File: config.mk
export PLATFORM = sky130hd
export DESIGN_NAME = overwriting_sample_ring_with_average_core
export DESIGN_NICKNAME = d
export VERILOG_FILES = /design/src/rtl/osra_pkg.sv /design/src/rtl/osra_ctrl.sv /design/src/rtl/osra_dpath.sv /design/src/rtl/overwriting_sample_ring_with_average_core.sv
export SDC_FILE = /design/constraint.sdc
export NUM_CORES = 2
export LEC_CHECK = 0
export BUFFER_PORTS_ARGS = -buffer_cell sky130_fd_sc_hd__buf_2
export CORE_ASPECT_RATIO = 0.75
export CORE_UTILIZATION = 45
export DETAILED_ROUTE_END_ITERATION = 8
export PLACE_DENSITY = 0.59
export SYNTH_ARGS = -nofsm -noshare
export SYNTH_HDL_FRONTEND = slang
export SYNTH_SLANG_ARGS = --single-unit
File: constraint.sdc
create_clock -name clk -period 5.95 [get_ports clk]
set_input_delay 1.19 -clock clk [delete_from_list [all_inputs] [get_ports clk]]
set_output_delay 1.19 -clock clk [all_outputs]
set_load 0.05 [all_outputs]
File: src/rtl/osra_pkg.sv
// Shared constants, request codes and controller/datapath types for the
// sample ring core. No dependencies.
`timescale 1ns / 1ps

package osra_pkg;

  localparam int DEPTH_DEF       = 256;
  localparam int SAMPLE_BITS_DEF = 16;
  localparam int CAP_BITS        = 9;
  localparam int CAP_RESET       = 256;
  localparam int FRAC_BITS       = 8;
  localparam int DIV_BITS_PER_STEP = 2;

  localparam logic [1:0] REQ_PUT   = 2'd0;
  localparam logic [1:0] REQ_GET   = 2'd1;
  localparam logic [1:0] REQ_CLEAR = 2'd2;

  typedef enum logic [2:0] {
    ST_IDLE,
    ST_UPDATE,
    ST_LOAD,
    ST_DIVIDE,
    ST_RESULT
  } state_t;

  typedef struct packed {
    logic accept;
    logic update;
    logic load;
    logic div_step;
  } ctl_cmd_t;

  typedef struct packed {
    logic div_last;
  } ctl_sts_t;

endpackage

File: src/rtl/osra_ctrl.sv
// Request sequencer for the sample ring core.
// Depends on osra_pkg for the state and command/status types.
`timescale 1ns / 1ps

module osra_ctrl (
  input  logic                clk,
  input  logic                rst,
  input  logic                start,
  input  osra_pkg::ctl_sts_t  sts,
  output osra_pkg::ctl_cmd_t  cmd,
  output logic                busy,
  output logic                done
);
  import osra_pkg::*;

  state_t state;
  state_t state_next;

  always_ff @(posedge clk) begin
    if (rst) begin
      state <= ST_IDLE;
    end else begin
      state <= state_next;
    end
  end

  always_comb begin
    state_next = state;
    case (state)
      ST_IDLE: begin
        if (start) state_next = ST_UPDATE;
      end
      ST_UPDATE: state_next = ST_LOAD;
      ST_LOAD:   state_next = ST_DIVIDE;
      ST_DIVIDE: begin
        if (sts.div_last) state_next = ST_RESULT;
      end
      ST_RESULT: state_next = ST_IDLE;
      default:   state_next = ST_IDLE;
    endcase
  end

  always_comb begin
    cmd          = '0;
    cmd.accept   = (state == ST_IDLE) && start;
    cmd.update   = (state == ST_UPDATE);
    cmd.load     = (state == ST_LOAD);
    cmd.div_step = (state == ST_DIVIDE);
    busy         = (state != ST_IDLE);
    done         = (state == ST_RESULT);
  end

endmodule

File: src/rtl/osra_dpath.sv
// Sample store, pointers, running sum and shared mean divider.
// Depends on osra_pkg for request codes, constants and command/status types.
`timescale 1ns / 1ps

module osra_dpath #(
  parameter int DEPTH       = osra_pkg::DEPTH_DEF,
  parameter int SAMPLE_BITS = osra_pkg::SAMPLE_BITS_DEF,
  localparam int CNT_W      = $clog2(DEPTH + 1),
  localparam int MEAN_W     = SAMPLE_BITS + osra_pkg::FRAC_BITS
) (
  input  logic                          clk,
  input  logic                          rst,
  input  osra_pkg::ctl_cmd_t            cmd,
  output osra_pkg::ctl_sts_t            sts,
  input  logic [1:0]                    req_type,
  input  logic [SAMPLE_BITS-1:0]        sample,
  input  logic                          cfg_we,
  input  logic [osra_pkg::CAP_BITS-1:0] cfg_wdata,
  output logic [SAMPLE_BITS-1:0]        read_data,
  output logic                          read_valid,
  output logic                          overwrote_oldest,
  output logic [CNT_W-1:0]              fill_count,
  output logic                          is_full,
  output logic                          is_empty,
  output logic [MEAN_W-1:0]             mean_value
);
  import osra_pkg::*;

  localparam int PTR_W     = $clog2(DEPTH);
  localparam int SUM_W     = SAMPLE_BITS + $clog2(DEPTH);
  localparam int DIV_W     = SUM_W + FRAC_BITS;
  localparam int STEPS     = (DIV_W + DIV_BITS_PER_STEP - 1) / DIV_BITS_PER_STEP;
  localparam int DVD_W     = STEPS * DIV_BITS_PER_STEP;
  localparam int STEP_W    = $clog2(STEPS + 1);
  localparam int RESET_CAP = (CAP_RESET > DEPTH) ? DEPTH : CAP_RESET;

  logic [SAMPLE_BITS-1:0] mem [DEPTH];
  logic [SAMPLE_BITS-1:0] rd_q;
  logic [1:0]             req;
  logic [SAMPLE_BITS-1:0] smp;

  logic [PTR_W-1:0] wp, wp_next;
  logic [PTR_W-1:0] rp, rp_next;
  logic             full, full_next;
  logic [SUM_W-1:0] sum, sum_next;
  logic [CNT_W-1:0] eff_cap;

  logic                   mem_we;
  logic [SAMPLE_BITS-1:0] rdata_next;
  logic                   rvalid_next;
  logic                   over_next;
  logic [CNT_W-1:0]       cnt;

  logic [DVD_W-1:0]  div_q, div_q_next;
  logic [CNT_W-1:0]  div_r, div_r_next;
  logic [CNT_W-1:0]  divisor;
  logic [STEP_W-1:0] div_cnt;

  function automatic logic [PTR_W-1:0] advance(input logic [PTR_W-1:0] p,
                                               input logic [CNT_W-1:0] cap);
    logic [CNT_W-1:0] n;
    n = CNT_W'(p) + CNT_W'(1);
    return (n >= cap) ? '0 : n[PTR_W-1:0];
  endfunction

  // Read the oldest slot at accept; used by a get or an overwriting put.
  always_ff @(posedge clk) begin
    if (cmd.accept) begin
      rd_q <= mem[rp];
      req  <= req_type;
      smp  <= sample;
    end
  end

  always_ff @(posedge clk) begin
    if (mem_we) mem[wp] <= smp;
  end

  always_comb begin
    logic [PTR_W-1:0] rp_adv;
    logic [SUM_W-1:0] sum_tmp;
    rp_adv      = rp;
    sum_tmp     = sum;
    wp_next     = wp;
    rp_next     = rp;
    full_next   = full;
    sum_next    = sum;
    mem_we      = 1'b0;
    rdata_next  = '0;
    rvalid_next = 1'b0;
    over_next   = 1'b0;
    case (req)
      REQ_PUT: begin
        if (full) begin
          // drop the oldest sample before the new one lands
          sum_tmp   = sum - SUM_W'(rd_q);
          rp_adv    = advance(rp, eff_cap);
          over_next = 1'b1;
        end
        mem_we    = cmd.update;
        sum_next  = sum_tmp + SUM_W'(smp);
        wp_next   = advance(wp, eff_cap);
        rp_next   = rp_adv;
        full_next = (wp_next == rp_adv);
      end
      REQ_GET: begin
        if (full || (wp != rp)) begin
          rdata_next  = rd_q;
          rvalid_next = 1'b1;
          sum_next    = sum - SUM_W'(rd_q);
          full_next   = 1'b0;
          rp_next     = advance(rp, eff_cap);
        end
      end
      REQ_CLEAR: begin
        wp_next   = '0;
        rp_next   = '0;
        full_next = 1'b0;
        sum_next  = '0;
      end
      default: begin
      end
    endcase
  end

  always_ff @(posedge clk) begin
    if (rst) begin
      wp      <= '0;
      rp      <= '0;
      full    <= 1'b0;
      sum     <= '0;
      eff_cap <= CNT_W'(RESET_CAP);
    end else if (cfg_we) begin
      wp   <= '0;
      rp   <= '0;
      full <= 1'b0;
      sum  <= '0;
      if (cfg_wdata == '0) begin
        eff_cap <= CNT_W'(1);
      end else if (32'(cfg_wdata) > 32'(DEPTH)) begin
        eff_cap <= CNT_W'(DEPTH);
      end else begin
        eff_cap <= CNT_W'(cfg_wdata);
      end
    end else if (cmd.update) begin
      wp   <= wp_next;
      rp   <= rp_next;
      full <= full_next;
      sum  <= sum_next;
    end
  end

  always_ff @(posedge clk) begin
    if (cmd.update) begin
      read_data        <= rdata_next;
      read_valid       <= rvalid_next;
      overwrote_oldest <= over_next;
    end
  end

  always_comb begin
    if (full) begin
      cnt = eff_cap;
    end else if (wp >= rp) begin
      cnt = CNT_W'(wp) - CNT_W'(rp);
    end else begin
      cnt = eff_cap + CNT_W'(wp) - CNT_W'(rp);
    end
  end

  // Restoring divide of (sum << FRAC_BITS) by the fill count, a few bits a cycle.
  always_comb begin
    logic [CNT_W:0]   t;
    logic [DVD_W-1:0] q;
    logic [CNT_W-1:0] r;
    q = div_q;
    r = div_r;
    for (int i = 0; i < DIV_BITS_PER_STEP; i++) begin
      t = {r, q[DVD_W-1]};
      q = {q[DVD_W-2:0], 1'b0};
      if (t >= {1'b0, divisor}) begin
        t    = t - {1'b0, divisor};
        q[0] = 1'b1;
      end
      r = t[CNT_W-1:0];
    end
    div_q_next = q;
    div_r_next = r;
  end

  always_ff @(posedge clk) begin
    if (cmd.load) begin
      fill_count <= cnt;
      is_full    <= (cnt == eff_cap);
      is_empty   <= (cnt == '0);
      divisor    <= cnt;
      div_q      <= DVD_W'({sum, {FRAC_BITS{1'b0}}});
      div_r      <= '0;
      div_cnt    <= STEP_W'(STEPS);
    end else if (cmd.div_step) begin
      div_q   <= div_q_next;
      div_r   <= div_r_next;
      div_cnt <= div_cnt - STEP_W'(1);
    end
  end

  assign sts.div_last = (div_cnt == STEP_W'(1));
  assign mean_value   = is_empty ? '0 : div_q[MEAN_W-1:0];

endmodule

File: src/rtl/overwriting_sample_ring_with_average_core.sv
// Top level of the sample ring core: request sequencer plus datapath.
// Depends on osra_pkg, osra_ctrl and osra_dpath.
//
//   channel   | transfer when       | signals
//   ----------+---------------------+---------------------------------------------
//   request   | start && !busy      | req_type, sample
//   result    | done                | read_data, read_valid, overwrote_oldest,
//             |                     | fill_count, is_full, is_empty, mean_value
//   config    | cfg_we              | cfg_wdata (capacity)
//
// After a transfer the sequencer runs update, load, STEPS radix-4 divider iterations
// and the result state that raises done, STEPS = ceil((SAMPLE_BITS + log2(DEPTH) + 8) / 2);
// the mean divider dominates the run. busy drops in the cycle after done, so a
// new request is taken only once the previous one has finished.
// Reset (rst, synchronous) empties the ring and sets the capacity to min(256, DEPTH);
// the results have no back-pressure and must be taken while done is high.
`timescale 1ns / 1ps

module overwriting_sample_ring_with_average_core #(
  parameter int DEPTH       = osra_pkg::DEPTH_DEF,
  parameter int SAMPLE_BITS = osra_pkg::SAMPLE_BITS_DEF,
  localparam int CNT_W      = $clog2(DEPTH + 1),
  localparam int MEAN_W     = SAMPLE_BITS + osra_pkg::FRAC_BITS
) (
  input  logic                          clk,
  input  logic                          rst,
  input  logic                          start,
  output logic                          busy,
  input  logic [1:0]                    req_type,
  input  logic [SAMPLE_BITS-1:0]        sample,
  input  logic                          cfg_we,
  input  logic [osra_pkg::CAP_BITS-1:0] cfg_wdata,
  output logic                          done,
  output logic [SAMPLE_BITS-1:0]        read_data,
  output logic                          read_valid,
  output logic                          overwrote_oldest,
  output logic [CNT_W-1:0]              fill_count,
  output logic                          is_full,
  output logic                          is_empty,
  output logic [MEAN_W-1:0]             mean_value
);
  import osra_pkg::*;

  ctl_cmd_t cmd;
  ctl_sts_t sts;

  osra_ctrl u_ctrl (
    .clk   (clk),
    .rst   (rst),
    .start (start),
    .sts   (sts),
    .cmd   (cmd),
    .busy  (busy),
    .done  (done)
  );

  osra_dpath #(
    .DEPTH       (DEPTH),
    .SAMPLE_BITS (SAMPLE_BITS)
  ) u_dpath (
    .clk              (clk),
    .rst              (rst),
    .cmd              (cmd),
    .sts              (sts),
    .req_type         (req_type),
    .sample           (sample),
    .cfg_we           (cfg_we),
    .cfg_wdata        (cfg_wdata),
    .read_data        (read_data),
    .read_valid       (read_valid),
    .overwrote_oldest (overwrote_oldest),
    .fill_count       (fill_count),
    .is_full          (is_full),
    .is_empty         (is_empty),
    .mean_value       (mean_value)
  );

endmodule

# Yosys cells after proc, flatten, opt, wreduce, memory -nomap -nowiden
# Memory sizes are Yosys's and may differ from the RTL's. A register that Yosys moved wholly into a read port is not among the register bits.
# Cells that the tools add are included.
word_totals:
  memories: 1
  inputBits: 31
  regBits: 146
  output_inout_bits: 55
  word_cells: 95
  ram_bits: 4096
memory_table:
  columns: ["name", "depth", "width", "read_ports", "rd_clocked_by_memory_dff", "write_ports", "line", "rtl"]
  rows:
  - ["u_dpath.mem", 256, 16, 1, 1, 1, "osra_dpath.sv:37", "logic [SAMPLE_BITS-1:0] mem [DEPTH];"]
op_classes:
  n_mux: 32
  addsub: 10
  n_reduce_logical: 15
  magnitude_cmp: 6
  n_eq_ne: 13
ops:
  columns: ["cell", "n"]
  rows:
  - ["$mux W24", 4]
  - ["$pmux W24 S3", 1]
  - ["$mux W32", 2]
  - ["$mux W9", 6]
  - ["$mux W8", 5]
  - ["$add A24 B16 Y24", 1]
  - ["$pmux W8 S3", 1]
  - ["$sub A24 B16 Y24", 1]
  - ["$ge A10 B9 Y1", 2]
  - ["$add A8 B1 Y9 const B", 2]
  - ["$ge A9 B9 Y1", 2]
  - ["$logic_not A9 Y1", 2]
  - ["$sub A9 B9 Y9", 2]
  - ["$pmux W8 S2", 1]
  - ["$pmux W3 S4", 1]
  - ["$add A9 B8 Y9", 1]
  - ["$eq A9 B9 Y1", 1]
  - ["$gt A9 B9 Y1 const B", 1]
  - ["$sub A8 B8 Y9", 1]
  - ["$sub A9 B8 Y9", 1]
  - ["$eq A8 B8 Y1", 1]
  - ["$ge A8 B8 Y1", 1]
  - ["$mux W1", 8]
  - ["$ne A8 B8 Y1", 1]
  - ["other kinds (20)", 27]

# Depth between registers and ports, before layout
depth:
  depth_word: 7
  ltp_mapped: 21
  depth_no_buf: 20

# By module
# From an unflattened synthesis, not the netlist that was laid out.
unflattened:
  hier_cells: 7390
  area_unflattened_um2: 167693.3
by_module_without_submodules:
  columns: ["module", "cells_per_inst", "n_inst", "seq_area_each_um2", "area_each_um2"]
  rows:
  - ["osra_dpath", 7373, 1, 127051.9, 167531.9]
  - ["osra_ctrl", 17, 1, 60.1, 161.4]

# Worst setup path after synthesis
# Ideal clock, no wire load.
synth_timing:
  path_kind: "register to register"
  startpoint: "register u_dpath.smp[2]"
  endpoint: "register u_dpath.sum[18]"
  synth_period_minus_slack_ns: 5.816
  stages_incl_launch_ff: 11
  t_arrival_ns: 5.685
  setup_ns: 0.131
  path_buffers: 0
  t_required_ns: 5.819
  setup_slack_ns: 0.134
  cell_sequence: "edfxtp_1 -> ha_1 -> a211o_1 -> a2111oi_0 -> o211ai_1 -> nand2_1 -> a21o_1 -> a21oi_1 -> a2bb2oi_1 -> xnor2_1 -> o22ai_1"
synth_between:
  elab_chain_cells: 2
synth_lines:
  columns: ["item", "line", "rtl"]
  rows:
  - ["start, declared", "osra_dpath.sv:40", "logic [SAMPLE_BITS-1:0] smp;"]
  - ["start signal, assigned", "osra_dpath.sv:71", "smp <= sample;"]
  - ["$add A24 B16 Y24", "osra_dpath.sv:101", "sum_next = sum_tmp + SUM_W'(smp);"]
  - ["$pmux W24 S3", "osra_dpath.sv:92", "case (req)"]
  - ["end signal, assigned", "osra_dpath.sv:149", "sum <= sum_next;"]
  - ["end, declared", "osra_dpath.sv:45", "logic [SUM_W-1:0] sum, sum_next;"]
# No other way between the ends.
# A chain may end at the register's enable or synchronous reset.

# Worst setup path after layout
layout_timing:
  startpoint: "register u_dpath.rp[1]"
  endpoint: "register u_dpath.full"
layout_between:
  elab_chain_cells: 7
  elab_cells_between_ends: 11
  classes_between: "1 x add/sub; 1 x order compare; 3 x eq/ne; 4 x mux; 2 x reduce/logical"
layout_lines:
  columns: ["item", "line", "rtl"]
  rows:
  - ["start, declared", "osra_dpath.sv:43", "logic [PTR_W-1:0] rp, rp_next;"]
  - ["start signal, assigned", "osra_dpath.sv:147", "rp <= rp_next;"]
  - ["$add A8 B1 Y9", "osra_dpath.sv:62", "n = CNT_W'(p) + CNT_W'(1);"]
  - ["$ge A9 B9 Y1", "osra_dpath.sv:63", "return (n >= cap) ? '0 : n[PTR_W-1:0];"]
  - ["$mux W8", "osra_dpath.sv:63", null]
  - ["$mux W8", "osra_dpath.sv:94", "if (full) begin"]
  - ["$mux W8", "osra_dpath.sv:92", null]
  - ["$eq A8 B8 Y1", "osra_dpath.sv:104", "full_next = (wp_next == rp_adv);"]
  - ["$pmux W1 S3", "osra_dpath.sv:92", null]
  - ["end signal, assigned", "osra_dpath.sv:148", "full <= full_next;"]
  - ["end, declared", "osra_dpath.sv:44", "logic full, full_next;"]
# Several ways; a longest one is shown, not always the timed one. The select of a mux whose other input is x is not followed.

==> results.sh <==
export IMPL_status="completed"
export IMPL_hold_viol_final=0
export IMPL_path_clk_slew_ns=0.06
export IMPL_finalWirelength_um=443900
export IMPL_tns_ns=0
export IMPL_cts_hold_buf=0
export IMPL_synthToLayoutAreaGrowth_pct=13.19
export IMPL_cts_root_buf="clkbuf_16"
export IMPL_worst_slew_pin_slew_ns=1.343
export IMPL_grt_ovfl_total=0
export IMPL_synth_area_mm2=0.1678
export IMPL_ys_ff_latch=4258
export IMPL_endpoint_kind="register"
export IMPL_postRouteAntennaNets=0
export IMPL_final_area_mm2=0.1900
export IMPL_dr_pass1_iters=6
export IMPL_power_density_mw_per_mm2=329.0
export IMPL_synth_distinct_cells=68
export IMPL_synth_nets=7548
export IMPL_die_h_um=530.9
export IMPL_final_common_cell="edfxtp_1"
export IMPL_htree_levels=5
export IMPL_drt_iter0_drc=11390
export IMPL_worstSkewPairLatency_ns=0.96
export IMPL_report_final_slew_viol_count=0
export IMPL_clock_sinks=4258
export IMPL_drive_above_1_share_pct=31.75
export IMPL_grt_pass1_wl_um=623900
export IMPL_ys_flop_type="edfxtp_1"
export IMPL_synth_async_sr_flop_share_pct=0
export IMPL_max_cap_violations=0
export IMPL_ios=86
export IMPL_holdCritPathClass="in -> reg"
export IMPL_clk_path_buf_depth=4
export IMPL_cp_required_ns=6.81
export IMPL_place_area_mm2=0.1770
export IMPL_critical_path_arrival_ns=5.99
export IMPL_ir_worst_vdd_uv=266.1
export IMPL_hold_ws_ns=0.4022
export IMPL_antenna_found_initial=34
export IMPL_p_total_mw=62.50
export IMPL_place_congestion=0.8677
export IMPL_cts_setup_buffers=0
export IMPL_ys_seq_area_share_pct=75.74
export IMPL_fp_dieW_um=707.2
export IMPL_period_share_pct=86.21
export IMPL_vias=81960
export IMPL_leakagePower_nw=58.21
export IMPL_relSlewSlack_pct=9.515
export IMPL_dieArea_mm2=0.3754
export IMPL_initial_core_util_pct=45.36
export IMPL_syn_avg_cell_area_um2=22.66
export IMPL_finish_utilization_pct=51.35
export IMPL_rsz0062_at_grt="false"
export IMPL_drt_vias_per_instance=6.185
export IMPL_coreArea_mm2=0.3700
export IMPL_yosys_warnings=0
export IMPL_cts_buffers=404
export IMPL_hpwl_um=252800
export IMPL_cts_resized=0
export IMPL_post_route_min_period_ns=5.129
export IMPL_synth_edf_count=4183
export IMPL_finClkSkew_ns=0.06227
export IMPL_routedWlPerCell_um=33.50
export IMPL_drc_errors=0
export IMPL_cp_start_kind="register"
export IMPL_nets=8075
export IMPL_layout_common_cells="4,183 x edfxtp_1, 1,360 x mux4_2, 413 x clkbuf_16"
export IMPL_cts_tree="built"
export IMPL_rows=193
export IMPL_grt_use_total_pct=23.47
export IMPL_crit_fanout=27
export IMPL_crit_type="reg -> reg"
export IMPL_syn_inst=7407
export IMPL_grt_pass1_vias=80280
export IMPL_numPortBuffers=85
export IMPL_setup_violations=0
export IMPL_grt_max_degree=225
export IMPL_clock_fmax_mhz=195.0
[through the flow]
step	setup WS, ns	std cells
global placement	0.9616	12500
floorplan	0.1340	7407
global route	0.5973	13230
detailed placement	0.9781	12500
CTS	0.9614	13230
finish	0.8208	13250
[power by group]
group | total (mW) | leakage [nW] | switching [mW] | internal [mW]
Combinational | 3.46 | 13.6 | 2.21 | 1.25
Clock | 25.7 | 6.36 | 11.2 | 14.5
Sequential | 33.3 | 38.2 | 0.121 | 33.2
[final timing paths]
kind / end / slack, ns / startpoint / cells after the start
min reg2reg: u_dpath.div_q[5] / 0.45 / u_dpath.div_q[5] / 2
max reg2reg: u_dpath.full / 0.82 / u_dpath.rp[1] / 13
min: u_dpath.smp[0] / 0.40 / sample[0] / 1
max: u_dpath.full / 0.82 / u_dpath.rp[1] / 13
[kinds of logic (layout without fill, tap and decap cells)]
kind of cell / after synthesis / after routing / synth area share (%)
other cells: 0 / 22 / 0
flops: 4258 / 4258 / 75.74
simple gates: 714 / 714 / 1.854
mux: 1420 / 1420 / 18.62
fa+ha+maj: 110 / 110 / 0.8783
xor+xnor: 74 / 74 / 0.3862
buf+inv: 479 / 1329 / 1.155
compound gates: 352 / 352 / 1.358
[cells in the mapped netlist (5+ instances only)]
cell type	instances	area, µm²
a211o_1	5	43.79
a211oi_1	18	135.1
a21boi_0	5	37.54
a21o_1	26	195.2
a21oi_1	84	420.4
a221oi_1	10	87.58
a22oi_1	12	90.09
a2bb2oi_1	12	105.1
a31oi_1	12	75.07
and2_1	25	156.4
and3_1	11	68.82
buf_1	54	202.7
buf_2	94	470.5
clkbuf_1	234	878.3
dfxtp_1	75	1501
edfxtp_1	4183	125600
fa_1	13	260.3
ha_1	97	1214
inv_1	89	334.1
mux2_2	20	225.2
mux2i_1	40	400.4
mux4_2	1360	30630
nand2_1	116	435.4
nand2b_1	14	87.58
nand3_1	31	155.2
nand4_1	9	56.30
nor2_1	404	1516
nor2b_1	38	237.7
nor3_1	32	160.2
nor4_1	13	81.33
o211ai_1	7	52.55
o21a_1	7	52.55
o21ai_0	89	445.4
o21bai_1	8	60.06
o22ai_1	10	62.56
o31ai_1	9	67.56
or3_1	7	43.79
xnor2_1	47	411.6
xor2_1	27	236.5
[layout make-up]
class	count	area, µm²
flip-flops and latches	4258	127100
diodes	22	55.05
fillers	28720	180000
repair buffers	507	4081
well taps	4972	6221
clock buffers	491	10680
multi-input cells	2670	39160
inverters	93	359.1
clock inverters	238	2278
[worst max-delay path, cell delays in order, from the launching register on]
cell,delay [ns]
dfxtp_4,0.68
ha_1,0.35
nand3_1,0.29
o21ai_0,0.28
nand2_1,0.10
ha_1,0.32
and3_1,0.17
nand3_1,0.09
o21ai_0,1.04
o22ai_1,0.42
o21ai_0,0.26
or4b_2,0.60
a221oi_1,0.26
a31o_2,0.19
[layer usage]
metal	share of wire (%)	routed length, µm	vias to the layer above	track usage, %
li1	-	-	32530	-
met2	45	199600	3877	34.73
met3	9.4	41520	578	4.702
met4	2.4	10690	2	5.507
met5	0.0029	13	-	0
met1	43	192100	44980	36.16
[sequential cells by signal, summed over array words and instances, names as in the netlist, 2 cells and up]
signal	cells
u_dpath.fill_count	9
u_dpath.sum	24
u_dpath.div_cnt	5
u_dpath.rp	8
u_dpath.div_r	9
u_dpath.mem	4096
u_dpath.div_q	32
u_dpath.req	2
u_dpath.read_data	16
u_dpath.rd_q	16
u_dpath.eff_cap	9
u_ctrl.state	3
u_dpath.wp	8
u_dpath.smp	16
(Power assumes the default switching activity.)
